[config.mk]
export PLATFORM = sky130hd
export DESIGN_NAME = integer_literal_parser_unit_flat
export DESIGN_NICKNAME = d
export VERILOG_FILES = /design/src/rtl/ilp_pkg.sv /design/src/rtl/ilp_if.sv /design/src/rtl/integer_literal_parser_unit.sv /design/src/flat_wrapper.sv
export SDC_FILE = /design/constraint.sdc
export NUM_CORES = 1
export LEC_CHECK = 0
export BUFFER_PORTS_ARGS = -buffer_cell sky130_fd_sc_hd__buf_2
export CAP_MARGIN = 20
export CELL_PAD_IN_SITES_DETAIL_PLACEMENT = 2
export CELL_PAD_IN_SITES_GLOBAL_PLACEMENT = 2
export CORE_ASPECT_RATIO = 0.5
export CORE_MARGIN = 1.5
export CORE_UTILIZATION = 42
export CTS_BUF_LIST = sky130_fd_sc_hd__clkbuf_4 sky130_fd_sc_hd__clkbuf_8
export CTS_CLUSTER_SIZE = 20
export DETAILED_ROUTE_END_ITERATION = 12
export PLACE_DENSITY = 0.86
export SETUP_SLACK_MARGIN = 0.1
export SLEW_MARGIN = 20
export SYNTH_ARGS = -nofsm -noshare
export SYNTH_HDL_FRONTEND = slang
export SYNTH_SLANG_ARGS = --single-unit
[constraint.sdc]
create_clock -name clk_i -period 10.2 [get_ports clk_i]
set_input_delay 2.55 -clock clk_i [delete_from_list [all_inputs] [get_ports clk_i]]
set_output_delay 2.55 -clock clk_i [all_outputs]
set_load 0.01 [all_outputs]
[src/rtl/ilp_pkg.sv]
// Shared widths, types and defaults for the integer literal parser.
package ilp_pkg;

  localparam int unsigned CharWidth        = 8;
  localparam int unsigned ValueWidth       = 32;
  localparam int unsigned DefaultValueBits = 32;

  typedef logic        [CharWidth-1:0]  char_t;
  typedef logic signed [ValueWidth-1:0] value_t;

endpackage

[src/rtl/ilp_if.sv]
// Valid/ready channel interfaces for parser input and result items.
interface ilp_in_if;
  import ilp_pkg::*;

  logic  valid;
  logic  ready;
  char_t char_code;
  logic  string_start;

  modport source (output valid, output char_code, output string_start, input ready);
  modport sink   (input valid, input char_code, input string_start, output ready);
endinterface

interface ilp_out_if;
  import ilp_pkg::*;

  logic   valid;
  logic   ready;
  value_t value;

  modport source (output valid, output value, input ready);
  modport sink   (input valid, input value, output ready);
endinterface

[src/rtl/integer_literal_parser_unit.sv]
// Streaming signed integer literal parser: one character per item, at most one value per string.
// The item that ends the literal passes the input register, then the result register.
// Throughput: one item per cycle while the result channel is not stalled; the accumulator is
// updated by shift-and-add in the parse-state loop.
// Reset: asynchronous, active low; clears the parse phase, sign, accumulator and valid flags.
// A string_start item clears the parse state before its character is used.
module integer_literal_parser_unit #(
  parameter int unsigned VALUE_BITS = ilp_pkg::DefaultValueBits
) (
  input  logic        clk_i,
  input  logic        rst_ni,
  ilp_in_if.sink      in_i,
  ilp_out_if.source   out_o
);
  import ilp_pkg::*;

  localparam logic [2:0] PH_LEAD     = 3'd0;
  localparam logic [2:0] PH_POSTSIGN = 3'd1;
  localparam logic [2:0] PH_ZERO     = 3'd2;
  localparam logic [2:0] PH_HEX      = 3'd3;
  localparam logic [2:0] PH_OCT      = 3'd4;
  localparam logic [2:0] PH_DEC      = 3'd5;
  localparam logic [2:0] PH_DONE     = 3'd6;

  localparam char_t CH_NUL   = 8'h00;
  localparam char_t CH_TAB   = 8'h09;
  localparam char_t CH_SPACE = 8'h20;
  localparam char_t CH_PLUS  = 8'h2B;
  localparam char_t CH_MINUS = 8'h2D;
  localparam char_t CH_0     = 8'h30;
  localparam char_t CH_1     = 8'h31;
  localparam char_t CH_7     = 8'h37;
  localparam char_t CH_9     = 8'h39;
  localparam char_t CH_UA    = 8'h41;
  localparam char_t CH_UF    = 8'h46;
  localparam char_t CH_UX    = 8'h58;
  localparam char_t CH_LA    = 8'h61;
  localparam char_t CH_LF    = 8'h66;
  localparam char_t CH_LX    = 8'h78;

  typedef logic [VALUE_BITS-1:0] acc_t;

  // input register
  logic  s1_valid_q, s1_valid_d;
  char_t s1_char_q;
  logic  s1_start_q;

  // parse state
  logic [2:0] ph_q, ph_d;
  acc_t       acc_q, acc_d;
  logic       neg_q, neg_d;

  // result register
  logic   out_valid_q, out_valid_d;
  value_t out_value_q, out_value_d;

  logic adv, proc, emit;
  logic [2:0] ph_cur;
  acc_t       acc_cur, acc_shift, fin_val;
  logic       neg_cur;
  char_t      c;
  logic       is_blank, is_sign, is_dec, is_oct, is_lhex, is_uhex, is_x;
  logic [3:0] dec_digit, hex_digit;

  assign adv        = !out_valid_q || out_o.ready;
  assign proc       = s1_valid_q && adv;
  assign in_i.ready = !s1_valid_q || adv;

  assign c        = s1_char_q;
  assign ph_cur   = s1_start_q ? PH_LEAD : ph_q;
  assign acc_cur  = s1_start_q ? '0 : acc_q;
  assign neg_cur  = s1_start_q ? 1'b0 : neg_q;

  assign is_blank  = (c == CH_SPACE) || (c == CH_TAB);
  assign is_sign   = (c == CH_PLUS) || (c == CH_MINUS);
  assign is_dec    = (c >= CH_0) && (c <= CH_9);
  assign is_oct    = (c >= CH_0) && (c <= CH_7);
  assign is_lhex   = (c >= CH_LA) && (c <= CH_LF);
  assign is_uhex   = (c >= CH_UA) && (c <= CH_UF);
  assign is_x      = (c == CH_LX) || (c == CH_UX);
  assign dec_digit = 4'(c - CH_0);

  always_comb begin
    if (is_lhex) begin
      hex_digit = 4'(c - CH_LA + 8'd10);
    end else if (is_uhex) begin
      hex_digit = 4'(c - CH_UA + 8'd10);
    end else begin
      hex_digit = dec_digit;
    end
  end

  assign fin_val     = neg_cur ? acc_t'(-acc_cur) : acc_cur;
  assign out_value_d = value_t'(ValueWidth'(fin_val));

  always_comb begin
    ph_d      = ph_cur;
    acc_d     = acc_cur;
    neg_d     = neg_cur;
    emit      = 1'b0;
    acc_shift = acc_cur;
    unique case (ph_cur)
      PH_LEAD, PH_POSTSIGN: begin
        if (is_blank) begin
          ph_d = ph_cur;
        end else if ((ph_cur == PH_LEAD) && is_sign) begin
          neg_d = (c == CH_MINUS);
          ph_d  = PH_POSTSIGN;
        end else if (c == CH_0) begin
          ph_d = PH_ZERO;
        end else if ((c >= CH_1) && (c <= CH_9)) begin
          acc_d = acc_t'(dec_digit);
          ph_d  = PH_DEC;
        end else begin
          emit = 1'b1;
        end
      end
      PH_ZERO: begin
        if (is_x) begin
          ph_d = PH_HEX;
        end else if (is_oct) begin
          acc_d = acc_t'(dec_digit);
          ph_d  = PH_OCT;
        end else begin
          emit = 1'b1;
        end
      end
      PH_HEX: begin
        acc_shift = acc_cur << 4;
        if (is_dec || is_lhex || is_uhex) begin
          acc_d = acc_shift + acc_t'(hex_digit);
        end else begin
          emit = 1'b1;
        end
      end
      PH_OCT: begin
        acc_shift = acc_cur << 3;
        if (is_oct) begin
          acc_d = acc_shift + acc_t'(dec_digit);
        end else begin
          emit = 1'b1;
        end
      end
      PH_DEC: begin
        acc_shift = (acc_cur << 3) + (acc_cur << 1);
        if (is_dec) begin
          acc_d = acc_shift + acc_t'(dec_digit);
        end else begin
          emit = 1'b1;
        end
      end
      default: begin
        ph_d = PH_DONE;
      end
    endcase
    if (emit) begin
      ph_d = PH_DONE;
    end
  end

  // NUL is never a digit, so it lands in the emit arm above in every phase but done
  assign s1_valid_d  = in_i.ready ? in_i.valid : s1_valid_q;
  assign out_valid_d = adv ? (proc && emit) : out_valid_q;

  always_ff @(posedge clk_i or negedge rst_ni) begin
    if (!rst_ni) begin
      s1_valid_q  <= 1'b0;
      out_valid_q <= 1'b0;
      ph_q        <= PH_LEAD;
      acc_q       <= '0;
      neg_q       <= 1'b0;
    end else begin
      s1_valid_q  <= s1_valid_d;
      out_valid_q <= out_valid_d;
      if (proc) begin
        ph_q  <= ph_d;
        acc_q <= acc_d;
        neg_q <= neg_d;
      end
    end
  end

  always_ff @(posedge clk_i) begin
    if (in_i.valid && in_i.ready) begin
      s1_char_q  <= in_i.char_code;
      s1_start_q <= in_i.string_start;
    end
    if (proc && emit) begin
      out_value_q <= out_value_d;
    end
  end

  assign out_o.valid = out_valid_q;
  assign out_o.value = out_value_q;

  // a result always leaves the parser in the done phase
  a_emit_done: assert property (@(posedge clk_i) disable iff (!rst_ni)
    (proc && emit) |=> (ph_q == PH_DONE))
    else $error("result emitted without entering done phase");

  // once done, characters without a start mark give no result
  a_done_silent: assert property (@(posedge clk_i) disable iff (!rst_ni)
    (proc && (ph_q == PH_DONE) && !s1_start_q) |=> !out_valid_q)
    else $error("result produced after literal finished");

  // a start mark with a terminator must produce a result of zero
  a_start_nul: assert property (@(posedge clk_i) disable iff (!rst_ni)
    (proc && s1_start_q && (s1_char_q == CH_NUL)) |=> (out_valid_q && (out_value_q == '0)))
    else $error("empty string did not give zero");

endmodule

[src/flat_wrapper.sv]
// flat-port wrapper written by rule: the top's interface ports become plain ports
module integer_literal_parser_unit_flat import ilp_pkg::*;
#(
  parameter int unsigned VALUE_BITS = ilp_pkg::DefaultValueBits
)
  (clk_i, rst_ni, in_i_valid, in_i_char_code, in_i_string_start, in_i_ready, out_o_valid, out_o_value, out_o_ready);
  ilp_in_if in_i_i ();
  ilp_out_if out_o_i ();
  input  logic clk_i;
  input  logic rst_ni;
  input wire logic [$bits(in_i_i.valid)-1:0] in_i_valid;
  input wire logic [$bits(in_i_i.char_code)-1:0] in_i_char_code;
  input wire logic [$bits(in_i_i.string_start)-1:0] in_i_string_start;
  output wire logic [$bits(in_i_i.ready)-1:0] in_i_ready;
  output wire logic [$bits(out_o_i.valid)-1:0] out_o_valid;
  output wire logic [$bits(out_o_i.value)-1:0] out_o_value;
  input wire logic [$bits(out_o_i.ready)-1:0] out_o_ready;
  assign in_i_i.valid = in_i_valid;
  assign in_i_i.char_code = in_i_char_code;
  assign in_i_i.string_start = in_i_string_start;
  assign in_i_ready = in_i_i.ready;
  assign out_o_valid = out_o_i.valid;
  assign out_o_value = out_o_i.value;
  assign out_o_i.ready = out_o_ready;
  integer_literal_parser_unit #(.VALUE_BITS(VALUE_BITS)) u_core (.clk_i(clk_i), .rst_ni(rst_ni), .in_i(in_i_i), .out_o(out_o_i));
endmodule
Word level (Yosys, flattened, before mapping)
Index checks and enable logic that the tools add are counted.
- $lt $le $gt $ge: 8
- add/sub/neg operators: 10
- muxes and demuxes: 36
- equality and inequality tests: 12
- reductions and logical operators: 21
- operators by type and width (operator ; number):
    32-bit two-way mux ; 11
    32-bit case mux with 5 select lines ; 1
    32-bit by 4-bit adder with 32-bit output ; 3
    32-bit adder ; 1
    8-bit by 6-bit equality test with 1-bit output (second input constant) ; 4
    32-bit negator ; 1
    3-bit two-way mux ; 8
    8-bit by 7-bit equality test with 1-bit output (second input constant) ; 2
    8-bit by 6-bit >= comparator with 1-bit output (second input constant) ; 2
    8-bit by 7-bit >= comparator with 1-bit output (second input constant) ; 2
    8-bit by 6-bit <= comparator with 1-bit output (second input constant) ; 2
    8-bit by 7-bit <= comparator with 1-bit output (second input constant) ; 2
    1-bit two-way mux ; 12
    4-bit by 1-bit subtractor with 4-bit output (second input constant) ; 3
    1-bit logical AND ; 9
    3-bit case mux with 3 select lines ; 1
    4-bit adder (second input constant) ; 2
    8-bit by 4-bit equality test with 1-bit output (second input constant) ; 1
    4-bit two-way mux ; 2
    1-bit logical OR ; 7
    3-bit by 2-bit equality test with 1-bit output (second input constant) ; 2
    3-bit equality test (second input constant) ; 2
    1-bit case mux with 5 select lines ; 1
    3-bit by 1-bit equality test with 1-bit output (second input constant) ; 1
    other kinds (4) ; 5
- register bits: 79

Longest topological paths before layout
- depth in word-level cells: 8
- depth in mapped cells: 17

Worst setup path before layout
OpenSTA, ideal clock, no wires.
- path kind: input to register
- start: in out_o_ready
- end: reg u_core.out_value_q[0], in the netlist u_core.out_o.value[0], enable pin
- setup time: 421 ps
- data arrival time: 4947 ps
- data required time: 9779 ps
- slack: 4832 ps
- stages: 7
- cells stage by stage: nand2b_1 and2_1 clkbuf_1 nand2_1 clkbuf_1 clkbuf_1 nor2_1
- longest elaborated chain between the ends: 3
- ends and longest elaborated chain (item ; line ; text):
    start: declaration ; flat_wrapper.sv:17 ; input wire logic [$bits(out_o_i.ready)-1:0] out_o_ready;
    1-bit logical OR ; integer_literal_parser_unit.sv:65 ; assign adv = !out_valid_q || out_o.ready;
    1-bit logical AND ; integer_literal_parser_unit.sv:66 ; assign proc = s1_valid_q && adv;
    1-bit logical AND ; integer_literal_parser_unit.sv:188 ; if (proc && emit) begin
    end signal: assignment ; integer_literal_parser_unit.sv:189 ; out_value_q <= out_value_d;
    end: declaration ; integer_literal_parser_unit.sv:55 ; value_t out_value_q, out_value_d;
Every way passes these cells.
A chain may end at the register's enable or synchronous reset.

Worst setup path in the final report
- start: in out_o_ready
- end: out in_i_ready
- longest elaborated chain between the ends: 2
- ends and longest elaborated chain (item ; line ; text):
    1-bit logical OR ; integer_literal_parser_unit.sv:65 ;
    1-bit logical OR ; integer_literal_parser_unit.sv:67 ; assign in_i.ready = !s1_valid_q || adv;
    end: declaration ; flat_wrapper.sv:14 ; output wire logic [$bits(in_i_i.ready)-1:0] in_i_ready;
Every way passes these cells.

==> run summary <==
number of synthesized flops with an enable pin - 41
Logic pwr share - 44.2%
Core Rows - 33
Num CTS Buffers - 9
WP data required - 7.65 ns
Post-synth top cells - nand2_1, nor2_1, ha_1, o21ai_0, a21oi_1
Rel. slew slack - 29.9%
register area share after synthesis - 29.6%
1st-iter DRT viols - 561
Layout area overhead - 7.02%
WP data arrival - 2.99 ns
gpl congestion - 0.875
clk buf depth - 2
Antenna diodes - 0
vias in the first global route - 7847
Clk pwr share - 17.0%
pwr dens - 167 nW/µm²
HPWL Detailed - 20200 µm
CP Max Fanout - 3
root buf cell - clkbuf_8
Clock Sinks - 79
Tmin final - 5.54 ns
pre-CTS setup slack - 4.66 ns
Vias/cell - 6.48
critical path class - in2out
Total GRT Usage - 29.9%
status - completed
core footprint - 16800 µm²
post-synth top area share - 16.7%
max-capacitance violation count - 0
Slew @ Worst Pin - 1.05 ns
Net Sw Power - 0.000601 W
via count - 7366
post_cts resized - 0
Fmax achieved - 0.181 GHz
Seq cells post-synth - 79
Sw Ratio - 45.7%
IO Count - 47
final worst-path cycle share - 54.3%
RSZ-0062 raised after global routing - no
Yosys warnings - 0
Chip Height - 96.6 µm
Post-Syn Area - 7360 µm²
Slew Limit Fails - 0
Post-synth ARST share - 48.1%
Clock Skew - 0.0135 ns
Tot Pwr - 0.00132 W
post-route cell area - 7880 µm²
Hold Fails Final Rpt - 0
drt pass-1 iters - 5
Die Wd - 190 µm
Startpoint Class - input pin
clock latency on the worst-skew pair - 0.39 ns
hold crit path type - reg2reg
H-tree depth - 3
placed inst area - 7710 µm²
DRC Markers - 0
hold slack - 0.631 ns
syn nets - 970
Final TNS setup - 0 ns
grt total ovfl - 0
post-synth top area cell - edfxtp_1
unique cell type count in the Yosys netlist - 84
Avg WL per Cell - 23.7 µm
top-count cell post-synth - nand2_1
Post-CTS Setup Inserts - 0
DRT Wirelength - 27000 µm
Internal Power - 0.000714 W
Mapped Avg Cell Area - 8.23 µm²
Seq pwr share - 38.8%
peak supply drop - 0.147 mV
P_leak - 3.25 nW
CTS Hold Bufs - 0
first-pass GRT wire length - 43000 µm
CTS tree - done
main flop type after synthesis - edfxtp_1
die area - 18400 µm²
final worst slack - 4.66 ns
top cells by area, synth - edfxtp_1, dfrtp_1, ha_1
Critical Path Sink Type - output pin
I/O Buffers - 46
maximum number of pins on one net before global-route repair - 63
# setup viols final - 0
antenna violations before repair - 0
share of layout cells above drive strength 1 - 10.5%
layout net count - 981
antenna-violating nets left - 0
Initial Util - 43.9%
Syn Inst Count - 894
clock-pin slew on the worst setup and hold paths - 0.09 ns
[final timing paths]
check,slack [ns],startpoint,endpoint,cells past startpoint
min,0.63,u_core.out_o.valid,u_core.out_o.valid,2
max reg2reg,5.54,u_core.s1_start_q,u_core.acc_q[31],14
max in group asynchronous,7.21,rst_ni,u_core.acc_q[22],1
min reg2reg,0.63,u_core.out_o.valid,u_core.out_o.valid,2
max,4.66,out_o_ready,in_i_ready,3
min in group asynchronous,2.33,rst_ni,u_core.ph_q[0],1
[critical path, cell delays in order]
cell and delay (ns):
buf_2 0.10, nand3b_1 0.18, buf_2 0.16
[through the flow]
stage                     utilization [%]  cells
after global placement               46.0   1121
after detailed placement             46.0   1121
final                                47.0   1137
after CTS                            47.0   1137
after floorplan                         -    894
after global routing                 47.0   1137
[layout make-up]
type	count	area [µm²]
inverters	25	93.8
repair buffers	56	305
multi-input cells	734	4840
clock inverters	6	37.5
flip-flops and latches	79	2180
clock buffers	10	131
well taps	227	284
fillers	1907	8890
[per-layer routing]
metal	wire length (µm)	share of wire [%]	up-vias	global-route usage (%)
met1	11900	44	3788	37.3
met3	1190	4.4	38	5.95
li1	-	-	3367	-
met4	452	1.7	0	8.90
met5	0	0	-	0
met2	13400	50	173	52.1
[flip-flops by register name (all words and copies together) (netlist names)]
signal,cells
u_core.neg_q,1
u_core.ph_q,3
u_core.s1_start_q,1
u_core.out_o.value,32
u_core.s1_valid_q,1
u_core.c,8
u_core.out_o.valid,1
u_core.acc_q,32
[power by group through the flow]
stage,registers [W],logic [W],clock network [W]
after floorplan,0.000485,0.000400,0
after global placement,0.000503,0.000540,0
after detailed placement,0.000515,0.000573,0
after CTS,0.000509,0.000579,0.000226
after global routing,0.000521,0.000637,0.000239
final,0.000511,0.000581,0.000224
[cell usage in the layout, fill, tap and decap left out, types with 5 or more instances in the layout]
cell type  instances
xor2_1            20
nand2_1          100
nand2b_1          11
nor2_1            71
o21a_1            17
a21oi_1           53
nor3_1            13
edfxtp_1          41
inv_1             22
buf_2             46
o22ai_1           22
a21o_1            12
nor4_1             5
o21ai_0           61
and2_1            10
nor2b_1           27
o21ai_1           18
a22oi_1            9
a31oi_1            5
buf_4             10
xnor2_1           23
dfrtp_1           38
a221oi_1          13
ha_1              62
or3_1              6
clkbuf_8           9
nand4_1           10
nand3_1           42
o221ai_1           8
o21bai_1           6
a211oi_1          10
o211ai_1          12
[cell families (layout without fill, tap and decap cells)]
kind of cell / count (synthesis) / count (layout) / synth area share [%]
compound gates: 296 / 296 / 26.7
xor+xnor: 43 / 43 / 5.12
fa+ha+maj: 63 / 63 / 10.8
buf+inv: 81 / 97 / 4.59
flops: 79 / 79 / 29.6
mux: 5 / 5 / 0.714
simple gates: 327 / 327 / 22.4
(Power assumes the default switching activity.)
